### src/sv/tqla_ram.sv
// generic simple dual-port ram with registered read
module tqla_ram #(
    parameter int WIDTH = 32,
    parameter int DEPTH = 64,
    parameter int AW    = (DEPTH > 1) ? $clog2(DEPTH) : 1
) (
    input  logic             clk,
    input  logic             we,
    input  logic [AW-1:0]    waddr,
    input  logic [WIDTH-1:0] wdata,
    input  logic [AW-1:0]    raddr,
    output logic [WIDTH-1:0] rdata
);

    logic [WIDTH-1:0] mem [DEPTH];

    // write port and registered read port
    always_ff @(posedge clk)
    begin
        if (we)
        begin
            mem[waddr] <= wdata;
        end
        rdata <= mem[raddr];
    end

endmodule

### config.mk
export PLATFORM = sky130hd
export DESIGN_NAME = tqla_ram
export DESIGN_NICKNAME = d
export VERILOG_FILES = /design/src/sv/tqla_ram.sv
export SDC_FILE = /design/constraint.sdc
export NUM_CORES = 2
export LEC_CHECK = 0
export ABC_AREA = 1
export ABC_CLOCK_PERIOD_IN_PS = 9500
export BUFFER_PORTS_ARGS = -buffer_cell sky130_fd_sc_hd__buf_2
export CELL_PAD_IN_SITES_DETAIL_PLACEMENT = 0
export CELL_PAD_IN_SITES_GLOBAL_PLACEMENT = 1
export CORE_ASPECT_RATIO = 1.25
export CORE_UTILIZATION = 50
export DETAILED_ROUTE_END_ITERATION = 12
export GPL_TIMING_DRIVEN = 1
export MAX_ROUTING_LAYER = met4
export PLACE_DENSITY_LB_ADDON = 0.3
export RECOVER_POWER = 100
export SLEW_MARGIN = 20
export SYNTH_ARGS = -nofsm -noshare
export SYNTH_HDL_FRONTEND = slang
export SYNTH_SLANG_ARGS = --single-unit
### constraint.sdc
create_clock -name clk -period 9.5 [get_ports clk]
set_input_delay 0.95 -clock clk [delete_from_list [all_inputs] [get_ports clk]]
set_output_delay 0.95 -clock clk [all_outputs]
set_load 0.01 [all_outputs]
### Word-level counts from Yosys, hierarchy flattened

Memory sizes are Yosys's and may differ from the RTL's. A register that Yosys moved wholly into a read port is not among the register bits.
Cells that the tools add are included.

| storage, ports and cells | value |
|---|---|
| flip-flop bits (word level) | 0 |
| memory bits (writable) | 2,048 |
| input bits | 46 |
| output and inout bits | 32 |
| logic and storage cells | 3 |
| memories kept | 1 |

Memory list:

| memory | depth | bits a word | rd ports | clocked after memory_dff | wr ports | line | source |
|---|---|---|---|---|---|---|---|
| mem | 64 | 32 | 1 | 1 | 1 | 15 | `logic [WIDTH-1:0] mem [DEPTH];` |

| operators by class | value |
|---|---|
| muxes and demuxes | 2 |

Operator list:

| cell | count |
|---|---|
| 2-to-1 mux 1 bit | 2 |

### Logic depth before layout (Yosys ltp)

| logic depth | value |
|---|---|
| word-level depth | 2 |
| depth in mapped cells | 13 |
| gate-level depth less buffers | 9 |

### Worst setup path after synthesis

Ideal clock, no wire load.

| path | value |
|---|---|
| path kind | in2reg |
| from | in we |
| to | mem mem[48][0] (enable) |
| setup time | 502 ps |
| arrival time | 4,578 ps |
| setup slack | 4,420 ps |
| stages on the path | 3 |
| path buffers | 1 |
| cell sequence | clkbuf_1 nand4_1 nor4_1 |

| on the way | value |
|---|---|
| cells in the longest elaborated chain, start to end | 2 |

RTL lines:

| item | line | source |
|---|---|---|
| start, declared | 8 | `input logic we,` |
| 2-to-1 mux 1 bit | 20 | `if (we)` |
| 2-to-1 mux 1 bit (not written as such) | 22 | `mem[waddr] <= wdata;` |
| end, declared | 15 |  |

No other way between the ends.

==> results_dict.tcl <==
set metrics [dict create \
    status "finished, violations left" \
    violations "capacitance limit, slew limit" \
    synthCells 6769 \
    die_w_microns 366 \
    detailedPlace.worstSlack_ns 5.12 \
    grt_max_degree 241 \
    post_synth_num_cell_types 16 \
    detail_route.wl_per_cell_microns 26.3 \
    worst_hold_path_type "flip-flop to flip-flop" \
    vias_per_cell 5.88 \
    initial_core_util_pct 50.4 \
    cts_setup_buffers 0 \
    drive_gt1_share_pct 5.37 \
    synth_seq_cells 2080 \
    drc 0 \
    fin_skew_ns 0.0242 \
    rsz0062_at_grt "false" \
    gp_congestion 0.804 \
    clock_sinks 2080 \
    grt_pass1_vias 50767 \
    hpwl_microns 113000 \
    setup.worst_path.start_class "primary input" \
    grtUsageTotal_pct 29.1 \
    cap_violations 112 \
    regArea_sq_um 62100 \
    relSlewSlack_pct -202 \
    synth.area.top_cells "edfxtp_1 74%, nand3_1 12%, nand2_1 10%" \
    antenna_found_initial 20 \
    floorplan.die.height_microns 457 \
    fin_crit_sh_pct 62.2 \
    synth.cell_area_sq_um 82700 \
    ctsHoldBuffers 0 \
    grt_overflow 0 \
    synthDominantCellAreaShare_pct 74.3 \
    numCtsBuffers 191 \
    grt_pass1_wl_microns 344000 \
    clk_latency_ns 0.83 \
    cts_tree "built" \
    slew_viol_final 4645 \
    cts_resized 0 \
    vdd_drop_max_mv 0.200 \
    h-tree-depth 4 \
    timing.fmax_mhz 169 \
    p_leak_nw 31.3 \
    drt-total-wl_microns 238000 \
    port_buffers 77 \
    clockBufferDepth 3 \
    finalCriticalPeriod_ns 5.91 \
    reg2reg_depth 8 \
    crit_type "primary input to flip-flop" \
    n_fill_cell 13462 \
    cts_root_buffer "clkbuf_16" \
    drt_iter0_drc 7222 \
    final_hold_viol_count 0 \
    ys_seq_area_share_pct 75.1 \
    die_area_sq_um 167000 \
    worst_slack_ns 3.59 \
    worst_pin_slew_ns 4.54 \
    rows 166 \
    ant_nets 0 \
    synth_warnings 0 \
    core_area_sq_um 164000 \
    hold_depth 8 \
    p_per_area_nw_per_um2 207 \
    clkSlewWorstSetupHoldPaths_ns 0.06 \
    layout-area-overhead-vs-synth_pct 9.66 \
    setup_viol 0 \
    dr.pass1.iters 8 \
    avgSynthCellArea_sq_um 12.2 \
    synth_fp_nets 6815 \
    cp_data_required_time_ns 10.22 \
    yosysTopAreaCell "edfxtp_1" \
    cp_data_arrival_time_ns 6.63 \
    cp_max_fo 156 \
    multi_input_area_sq_um 18600 \
    io_pins 78 \
    dr_total_vias 53347 \
    fin_tns_setup_ns 0 \
    final_nets 6760 \
    end_kind "flip-flop" \
]
==> report_power, final <==
group          switching, mW  total (mW)  leakage (nW)  internal, mW
logic                  0.850        1.11          9.70         0.259
registers             0.0407        10.2          18.7          10.2
clock network           3.27        7.43          2.94          4.16
total                   4.16        18.8          31.3          14.6
==> final cells by class <==
class / count / area share (%)
Sequential cell: 2080 / 68.5
Multi-Input combinational cell: 4228 / 20.5
Clock buffer: 274 / 6.01
Tap cell: 2184 / 3.01
Timing Repair Buffer: 201 / 1.25
Clock inverter: 76 / 0.600
Inverter: 12 / 0.0910
Antenna cell: 10 / 0.0276
==> path summary, 6_finish.rpt <==
path | start | end | slack [ns]
setup reg to reg | mem[58][13]$_DFFE_PP_ | rdata[13]$_DFF_P_ | 7.76
hold / removal | mem[20][6]$_DFFE_PP_ | rdata[6]$_DFF_P_ | 0.79
hold reg to reg | mem[20][6]$_DFFE_PP_ | rdata[6]$_DFF_P_ | 0.79
setup / recovery | raddr[1] | rdata[28]$_DFF_P_ | 3.59
==> cells in the final DEF, fill, tap and decap left out, drive strengths merged <==
master    count
nand2      2248
edfxtp     2048
nand3      1907
clkbuf      413
clkinv       67
buf          62
nor2         56
dfxtp        32
inv          12
diode        10
nand4         9
nor4          8
bufinv        7
clkinvlp      2
==> routing by layer <==
layer	vias to the layer above	part of all wire, %	GRT usage (%)	routed length (microns)
met4	0	4.3	11.1	10200
li1	23977	-	-	-
met5	-	0	-	0
met2	2552	48	46.3	114000
met1	26345	39	38.1	93300
met3	473	8.9	4.28	21100
==> stage by stage <==
| step | std cells | total power, mW | util [%] | cell area (sq um) | hold WS, ns |
|---|---|---|---|---|---|
| 6_report | 9065 | 18.8 | 55.3 | 90700 | 0.788 |
| 5_1_grt | 9062 | 19.3 | 55.3 | 90700 | 0.811 |
| 4_1_cts | 9055 | 18.8 | 55.6 | 91300 | 0.744 |
| 3_5_place_dp | 8705 | 11.5 | 52.0 | 85300 | 0.785 |
| 3_3_place_gp | 8705 | 11.5 | 52.0 | 85300 | 0.768 |
| 2_1_floorplan | 6769 | 11.0 | - | 82700 | 0.721 |
==> state kept, by name, summed over array words and instances, names as in the netlist <==
name	flops
mem	2048
rdata	32
==> kinds of logic after synthesis <==
family / count (synthesis) / share of synthesized area [%]
simple gates: 4228 / 22.1
flops: 2080 / 75.1
buf+inv: 461 / 2.78
==> critical path, cell delays in order <==
cell and delay [ns]:
buf_8 0.35, buf_12 0.70, clkbuf_1 3.22, nand3_1 0.34, nand3_1 0.27, nand3_1 0.10
nand3_1 0.18, nand2_1 0.08, nand2_1 0.14, nand2_1 0.07
==> Yosys cell counts <==
cell type,n
nand2_1,2248
buf_4,45
nor2_1,56
nand3_1,1907
buf_1,40
inv_1,9
inv_4,1
buf_8,2
clkbuf_1,77
buf_6,3
nor4_1,8
inv_2,2
nand4_1,9
buf_2,282
edfxtp_1,2048
dfxtp_1,32
(Power assumes the default switching activity.)
