<file path="src/sv/tqla_pkg.sv">
// shared constants, types and market binning for the q-learning agent
package tqla_pkg;

    // sizing
    localparam int STATE_COUNT      = 28;
    localparam int PRICE_BANDS      = 7;
    localparam int HOURS_DEF        = 24;
    localparam int ACTION_COUNT_DEF = 3;
    localparam int VALUE_WIDTH_DEF  = 32;

    // field widths
    localparam int HOUR_W     = 5;
    localparam int LOAD_W     = 18;
    localparam int PRICE_W    = 15;
    localparam int REWARD_W   = 32;
    localparam int RAND_W     = 2;
    localparam int ACTION_W   = 2;
    localparam int MSTATE_W   = 5;
    localparam int CFG_W      = 16;
    localparam int CFG_IDX_W  = 2;

    // register indexes
    typedef enum logic [CFG_IDX_W-1:0] {
        CFG_LEARNING_RATE = 2'd0,
        CFG_DISCOUNT      = 2'd1,
        CFG_TIE_MARGIN    = 2'd2
    } cfg_idx_t;

    // register reset values
    localparam logic [CFG_W-1:0] LEARNING_RATE_RST = 16'd13107;
    localparam logic [CFG_W-1:0] DISCOUNT_RST      = 16'd45875;
    localparam logic [CFG_W-1:0] TIE_MARGIN_RST    = 16'd66;

    // load limits in MW with 4 fraction bits
    localparam logic [LOAD_W-1:0] LOAD_LO = 18'd64000;
    localparam logic [LOAD_W-1:0] LOAD_B1 = 18'd79984;
    localparam logic [LOAD_W-1:0] LOAD_B2 = 18'd95984;
    localparam logic [LOAD_W-1:0] LOAD_B3 = 18'd111984;
    localparam logic [LOAD_W-1:0] LOAD_HI = 18'd136000;

    // price limits with 8 fraction bits
    localparam logic [PRICE_W-1:0] PRICE_S1  = 15'd1280;
    localparam logic [PRICE_W-1:0] PRICE_S2  = 15'd2560;
    localparam logic [PRICE_W-1:0] PRICE_S3  = 15'd3840;
    localparam logic [PRICE_W-1:0] PRICE_S4  = 15'd5120;
    localparam logic [PRICE_W-1:0] PRICE_S5  = 15'd6400;
    localparam logic [PRICE_W-1:0] PRICE_MLO = 15'd12800;
    localparam logic [PRICE_W-1:0] PRICE_MHI = 15'd15360;
    localparam logic [PRICE_W-1:0] PRICE_TOP = 15'd17920;

    typedef struct packed {
        logic                ok;
        logic [MSTATE_W-1:0] state;
    } bin_t;

    // load band times seven plus price band, ok low when either falls outside
    function automatic bin_t market_bin(input logic [LOAD_W-1:0]  load,
                                        input logic [PRICE_W-1:0] price);
        logic       lok;
        logic       pok;
        logic [1:0] lb;
        logic [2:0] pb;
        bin_t       b;
        lok = 1'b1;
        lb  = 2'd0;
        if (load < LOAD_LO) lok = 1'b0;
        else if (load <= LOAD_B1) lb = 2'd0;
        else if (load <= LOAD_B2) lb = 2'd1;
        else if (load <= LOAD_B3) lb = 2'd2;
        else if (load <= LOAD_HI) lb = 2'd3;
        else lok = 1'b0;
        pok = 1'b1;
        pb  = 3'd0;
        if (price <= PRICE_S1) pb = 3'd0;
        else if (price <= PRICE_S2) pb = 3'd1;
        else if (price <= PRICE_S3) pb = 3'd2;
        else if (price <= PRICE_S4) pb = 3'd3;
        else if (price <= PRICE_S5) pb = 3'd4;
        else if (price >= PRICE_MLO && price <= PRICE_MHI) pb = 3'd5;
        else if (price > PRICE_MHI && price <= PRICE_TOP) pb = 3'd6;
        else pok = 1'b0;
        b.ok    = lok & pok;
        b.state = b.ok ? MSTATE_W'(MSTATE_W'(lb) * MSTATE_W'(PRICE_BANDS) + MSTATE_W'(pb))
                       : '0;
        return b;
    endfunction

endpackage

</file>
<file path="src/sv/tqla_fmul.sv">
// fraction times value, rounded to nearest, in two partial products
module tqla_fmul #(
    parameter int VALUE_WIDTH = tqla_pkg::VALUE_WIDTH_DEF
) (
    input  logic                        clk,
    input  logic                        rst_n,
    input  logic                        start,
    input  logic [tqla_pkg::CFG_W-1:0]  frac,
    input  logic signed [VALUE_WIDTH:0] val,
    output logic                        done,
    output logic signed [VALUE_WIDTH+1:0] result
);

    localparam int V_W   = VALUE_WIDTH + 1;
    localparam int R_W   = VALUE_WIDTH + 2;
    localparam int LO_W  = (V_W + 1) / 2;
    localparam int OP_W  = LO_W + 1;
    localparam int P_W   = tqla_pkg::CFG_W + 1 + OP_W;
    localparam int ACC_W = tqla_pkg::CFG_W + 1 + V_W;
    localparam int FW    = tqla_pkg::CFG_W;

    typedef enum logic [2:0] {
        ST_IDLE,
        ST_LO,
        ST_HI,
        ST_ACC,
        ST_RND
    } fm_state_t;

    fm_state_t               state_reg;
    logic [FW-1:0]           frac_reg;
    logic [V_W-1:0]          val_reg;
    logic signed [P_W-1:0]   prod_reg;
    logic signed [ACC_W-1:0] acc_reg;
    logic signed [R_W-1:0]   res_reg;
    logic                    done_reg;

    logic signed [OP_W-1:0]  mult_op;
    logic signed [P_W-1:0]   prod_next;
    logic signed [ACC_W-1:0] rnd;

    // low half unsigned, high half signed
    assign mult_op = (state_reg == ST_LO) ? $signed({1'b0, val_reg[LO_W-1:0]})
                                          : OP_W'($signed(val_reg[V_W-1:LO_W]));
    assign prod_next = $signed({1'b0, frac_reg}) * mult_op;

    // add half an lsb before dropping the 16 fraction bits
    assign rnd = acc_reg + ACC_W'(32768);

    always_ff @(posedge clk or negedge rst_n)
    begin
        if (!rst_n)
        begin
            state_reg <= ST_IDLE;
            frac_reg  <= '0;
            val_reg   <= '0;
            prod_reg  <= '0;
            acc_reg   <= '0;
            res_reg   <= '0;
            done_reg  <= 1'b0;
        end
        else
        begin
            case (state_reg)
                ST_IDLE:
                begin
                    done_reg <= 1'b0;
                    if (start)
                    begin
                        frac_reg  <= frac;
                        val_reg   <= val;
                        state_reg <= ST_LO;
                    end
                end
                ST_LO:
                begin
                    prod_reg  <= prod_next;
                    state_reg <= ST_HI;
                end
                ST_HI:
                begin
                    acc_reg   <= ACC_W'(prod_reg);
                    prod_reg  <= prod_next;
                    state_reg <= ST_ACC;
                end
                ST_ACC:
                begin
                    acc_reg   <= acc_reg + (ACC_W'(prod_reg) <<< LO_W);
                    state_reg <= ST_RND;
                end
                ST_RND:
                begin
                    res_reg   <= rnd[ACC_W-1:FW];
                    done_reg  <= 1'b1;
                    state_reg <= ST_IDLE;
                end
                default:
                begin
                    state_reg <= ST_IDLE;
                end
            endcase
        end
    end

    assign done   = done_reg;
    assign result = res_reg;

endmodule

</file>
<file path="config.mk">
export PLATFORM = sky130hd
export DESIGN_NAME = tqla_fmul
export DESIGN_NICKNAME = d
export VERILOG_FILES = /design/src/sv/tqla_pkg.sv /design/src/sv/tqla_fmul.sv
export SDC_FILE = /design/constraint.sdc
export NUM_CORES = 1
export LEC_CHECK = 0
export BUFFER_PORTS_ARGS = -buffer_cell sky130_fd_sc_hd__buf_2
export CAP_MARGIN = 10
export CORE_ASPECT_RATIO = 1.75
export CORE_MARGIN = 1.5
export CORE_UTILIZATION = 57
export CTS_CLUSTER_DIAMETER = 40
export DETAILED_ROUTE_END_ITERATION = 8
export PLACE_DENSITY = 0.75
export SLEW_MARGIN = 25
export SYNTH_ARGS = -nofsm -noshare
export SYNTH_HDL_FRONTEND = slang
export SYNTH_SLANG_ARGS = --single-unit
</file>
<file path="constraint.sdc">
create_clock -name clk -period 9.3 [get_ports clk]
set_input_delay 0 -clock clk [delete_from_list [all_inputs] [get_ports clk]]
set_output_delay 0 -clock clk [all_outputs]
set_load 0.02 [all_outputs]
</file>
Word level (Yosys, flattened, before mapping)
Cells that the tools add are included.

Input port bits: 52. Logic and storage cells: 25. Output and inout bits: 35. Flip-flop bits (word level): 172.

Reduce and logical (&&, ||, !) cells: 5. Multiplexer cells: 5. Add/subtract/negate cells: 2. Eq/ne operators: 5. $mul: 1.

Operators with widths (count): 50-bit one-hot mux with 2 select lines (1); 50-bit by 17-bit adder with 50-bit output (second input constant) (1); 50-bit adder (1); 17-bit by 18-bit multiplier with 35-bit output (1); 18-bit 2-to-1 mux (1); 3-bit one-hot mux with 4 select lines (1); 3-bit by 2-bit equality test with 1-bit output (second input constant) (2); 2-bit nonzero test (2); 3-bit by 1-bit equality test with 1-bit output (second input constant) (1); 3-bit equality test (second input constant) (1); 3-bit zero test (1); 3-bit 2-to-1 mux (1); 2-bit != test (second input constant) (1); 1-bit one-hot mux with 2 select lines (1); 2-bit AND reduction (1); 2-bit OR reduction (1).

Logic depth before layout (Yosys ltp)
Depth in word-level cells: 3. Depth in mapped cells: 30. Depth with buffers taken out: 28.

Worst setup path before layout
OpenSTA, ideal clock, no wires.

Kind: reg2reg. Start point: reg state_reg[0]. End point: reg prod_reg[33]. Required time: 9.166 ns. Setup slack: 2.210 ns. Stages on the path, launching flop included: 30. Period minus slack after synthesis: 7.090 ns. Path buffers: 3. Data arrival time: 6.955 ns. Library setup time: 0.134 ns. Cells stage by stage: dfrtp_1 > buf_2 > clkinv_1 > nor3_2 > buf_2 > mux2_2 > buf_2 > nand2_1 > fa_1 > fa_1 > inv_1 > fa_1 > inv_1 > fa_1 > inv_1 > fa_1 > inv_1 > fa_1 > inv_1 > ha_1 > and3_1 > nand4_1 > a21oi_1 > a22oi_1 > o2111ai_1 > nand3_1 > a21oi_1 > o41ai_1 > xor2_1 > o21ai_0.

Word-level cells in the longest chain between the ends: 3. Elaborated cells between the ends (all ways): 5. Classes of those cells: mul (1); eq/ne (2); mux (1); reduce/logical (1).

RTL lines: from (decl) (RTL line tqla_fmul.sv:30) `fm_state_t state_reg;`; from (signal assigned) (RTL line tqla_fmul.sv:54) `state_reg <= ST_IDLE;`; from (signal assigned) (RTL line tqla_fmul.sv:72) `state_reg <= ST_LO;`; from (signal assigned) (RTL line tqla_fmul.sv:78) `state_reg <= ST_HI;`; 3-bit by 1-bit equality test with 1-bit output (RTL line tqla_fmul.sv:43, tqla_fmul.sv:64); 18-bit 2-to-1 mux (RTL line tqla_fmul.sv:43) `assign mult_op = (state_reg == ST_LO) ? $signed({1'b0, val_reg[LO_W-1:0]})`; 17-bit by 18-bit multiplier with 35-bit output (RTL line tqla_fmul.sv:45) `assign prod_next = $signed({1'b0, frac_reg}) * mult_op;`; to (signal assigned) (RTL line tqla_fmul.sv:77) `prod_reg <= prod_next;`; to (signal assigned) (RTL line tqla_fmul.sv:83) `prod_reg <= prod_next;`; to (decl) (RTL line tqla_fmul.sv:33) `logic signed [P_W-1:0] prod_reg;`.

Several ways; a longest one is shown, not always the timed one. A chain may end at the register's enable or synchronous reset.

Final worst setup path
Same ends and word-level chain as after synthesis.

==> flow_summary.ini <==
[status]
outcome = complete, no violations

[logic_synthesis]
synth-seq-area-share_pct = 20.4
synth_compound_area_share_pct = 8.63
synthTopCellsByArea = fa_1 31%, dfrtp_1 20%, ha_1 7.9%
synth_xor_area_share_pct = 4.33
synthTopCellsByCount = 392 x inv_1, 294 x fa_1, 277 x nand2_1, 157 x dfrtp_1, 122 x ha_1
synth_top_area_share_pct = 30.6
syn-instance-count = 2076
syn_nets = 2544
synthArstFlopShare_pct = 100
synth_top_family_by_area = adder cells
synth_seq_cells = 157
synthMuxAreaShare_pct = 4.67
yosys_warnings = 0
synth_area_um2 = 19200
synthAdderAreaFrac_pct = 38.5
synth_edf_count = 0
yosys.area_share.simple_pct = 14.0
yosysMostFrequentCell = inv_1
synth_top_flop_cell = dfrtp_1
synthDistinctLibCells = 68
avgSynthCellArea_um2 = 9.26
synth_top_cell_by_area = fa_1

[setup_path]
startpoint_type = flip-flop
crit_chain = clkinv_1 > nor3_4 > mux2_2 > and2_1 > fa_1 > inv_1 > fa_1 > inv_1 > fa_1 > fa_1 > fa_1 > inv_1 > fa_1 > inv_1 > ha_1 > a21oi_1 > o21ai_0 > a22oi_1 > o2111ai_1 > nand3_1 > a21oi_1 > o41ai_1 > xor2_1 > o21ai_0
r2r_cells = 24
worstPathRequired_ps = 9600
crit_cells = 24
cp_num_buf_inv = 5
crit_slowest_cell = nor3_4
path_max_fanout = 16
path_class = flip-flop to flip-flop
slowest_delay_ps = 730
path_delay_family = adder cells
crit_arrival_ps = 8250
end_kind = flip-flop
cpMostUsedCell = fa_1

[cells_and_area]
seqCellArea_um2 = 3930
area_growth_syn_to_layout_pct = 9.97
diodes = 0
nets = 2630
multi_input_area_um2 = 13500
drive_gt1_share_pct = 9.89
fillers = 2705

[sta]
final.min_clock_period_ps = 7960
fin_tns_setup_ps = 0
finalMaxSlewViolations = 0
hold_viol_final = 0
setup_viol = 0
rsz0062_at_grt = false
worstMarginPinSlew_ps = 1040
fmax_mhz = 126
finClkSkew_ps = 10.0
fin_crit_sh_pct = 85.6
whs_ps = 142
fin_ws_ps = 1340
slew_headroom_pct = 30.2

[routing]
first_iter_violations = 643
dr_total_vias = 14500
drc = 0
viasPerCell = 5.53
drtAntennaViolNets = 0
drt_wl_total_um = 48100
wl_per_cell_um = 18.3
dr.pass1.iters = 6

[global_routing]
track_usage_pct = 29.6
grt_start_max_net_pins = 81
grt_pass1_wl_um = 78800
grt-ovfl-total = 0
antenna_found_initial = 0
grt_pass1_vias = 15700

[place]
detailed_place_hpwl_um = 37100
routabilityCongestion = 0.928
dp_slack_ps = 1420
portBuffers = 86

[floorplan]
core_area_um2 = 33100
rows = 88
die_y_um = 246
die_x_um = 142
die_area_um2 = 34900
initial_core_util_pct = 58.0
io_pins = 87

[cts]
postCtsSetupBuffers = 0
cts_buffer_depth = 2
cts.sinks = 157
htree_levels = 4
clkTransAtPathRegs_ps = 70
insertion_delay_ps = 450
root_buffer = clkbuf_16
cts_buffers = 17
cts_tree = built

[worst_hold_path]
hold_path.class = input port to asynchronous set/reset pin

[run]
drv_cap = 0
[worst paths after layout]
kind,startpoint,endpoint,slack (ps)
worst max register to register,state_reg[0],prod_reg[33],1340
worst max-delay path,state_reg[0],prod_reg[33],1340
min in group clk,val[18],val_reg[18],320
worst min-delay path,rst_n,result[3],140
worst min register to register,prod_reg[9],prod_reg[9],490
max in group asynchronous,rst_n,frac_reg[14],8000
[cell usage in the layout (no fill, tap or decap), drive strengths merged, types with 8 or more instances in the layout]
cell | netlist | routed
a211oi | 8 | 8
a21o | 21 | 21
a21oi | 111 | 111
and2 | 119 | 119
and3 | 12 | 12
buf | 23 | 97
clkbuf | 58 | 19
dfrtp | 157 | 157
dlygate4sd3 | 0 | 51
fa | 294 | 294
ha | 122 | 122
inv | 392 | 392
mux2 | 69 | 69
mux2i | 12 | 12
nand2 | 277 | 277
nand2b | 11 | 11
nand3 | 29 | 29
nand4 | 10 | 10
nor2 | 80 | 80
nor2b | 8 | 8
nor3 | 10 | 10
o21ai | 93 | 93
xnor2 | 53 | 53
xor2 | 42 | 42
[stage by stage]
step	instance area (µm²)	utilization, %	instances
2_1_floorplan	19200	-	2076
3_3_place_gp	20000	60.3	2542
3_5_place_dp	20000	60.4	2542
4_1_cts	21100	63.8	2624
5_1_grt	21100	63.8	2624
6_report	21100	63.8	2624
[final cells by class]
type                    instances  share of cell area (%)
clock buffers                  19                    2.05
clock inverters                12                   0.923
inverters                     394                    6.99
repair buffers                148                    4.89
multi-input cells            1444                    63.9
flip-flops and latches        157                    18.6
well taps                     450                    2.66
[cell families after synthesis]
family | count (synthesis)
buffers and inverters | 475
adders and majority gates | 416
AOI/OAI and AO/OA | 280
DFF | 157
xor gates and xnor gates | 95
and+or+nand+nor | 572
muxes | 81
[repair_timing]
| item | 4_1_cts | 5_1_grt |
|---|---|---|
| gates resized for setup | 0 | 0 |
| hold buffers | 51 | 0 |
| hold endpoints to repair | 129 | 0 |
[worst register-to-register path, delay by kind of cell, from the launching register on]
kind	cells	cell delay, ps
AOI/OAI and AO/OA	7	1760
xor gates and xnor gates	1	170
adders and majority gates	7	3330
buffers and inverters	5	440
DFF	1	350
muxes	1	620
and+or+nand+nor	3	1140
[per-layer routing]
layer	GRT usage [%]	vias up	wire length (µm)
li1	-	6630	-
met1	31.4	7222	17200
met2	54.8	491	25700
met3	4.08	177	2010
met4	17.7	0	3150
met5	0	-	0
Power is left out: the tool's default activity adds up to more than one toggle a clock period on the data nets, which glitch-free logic cannot reach.
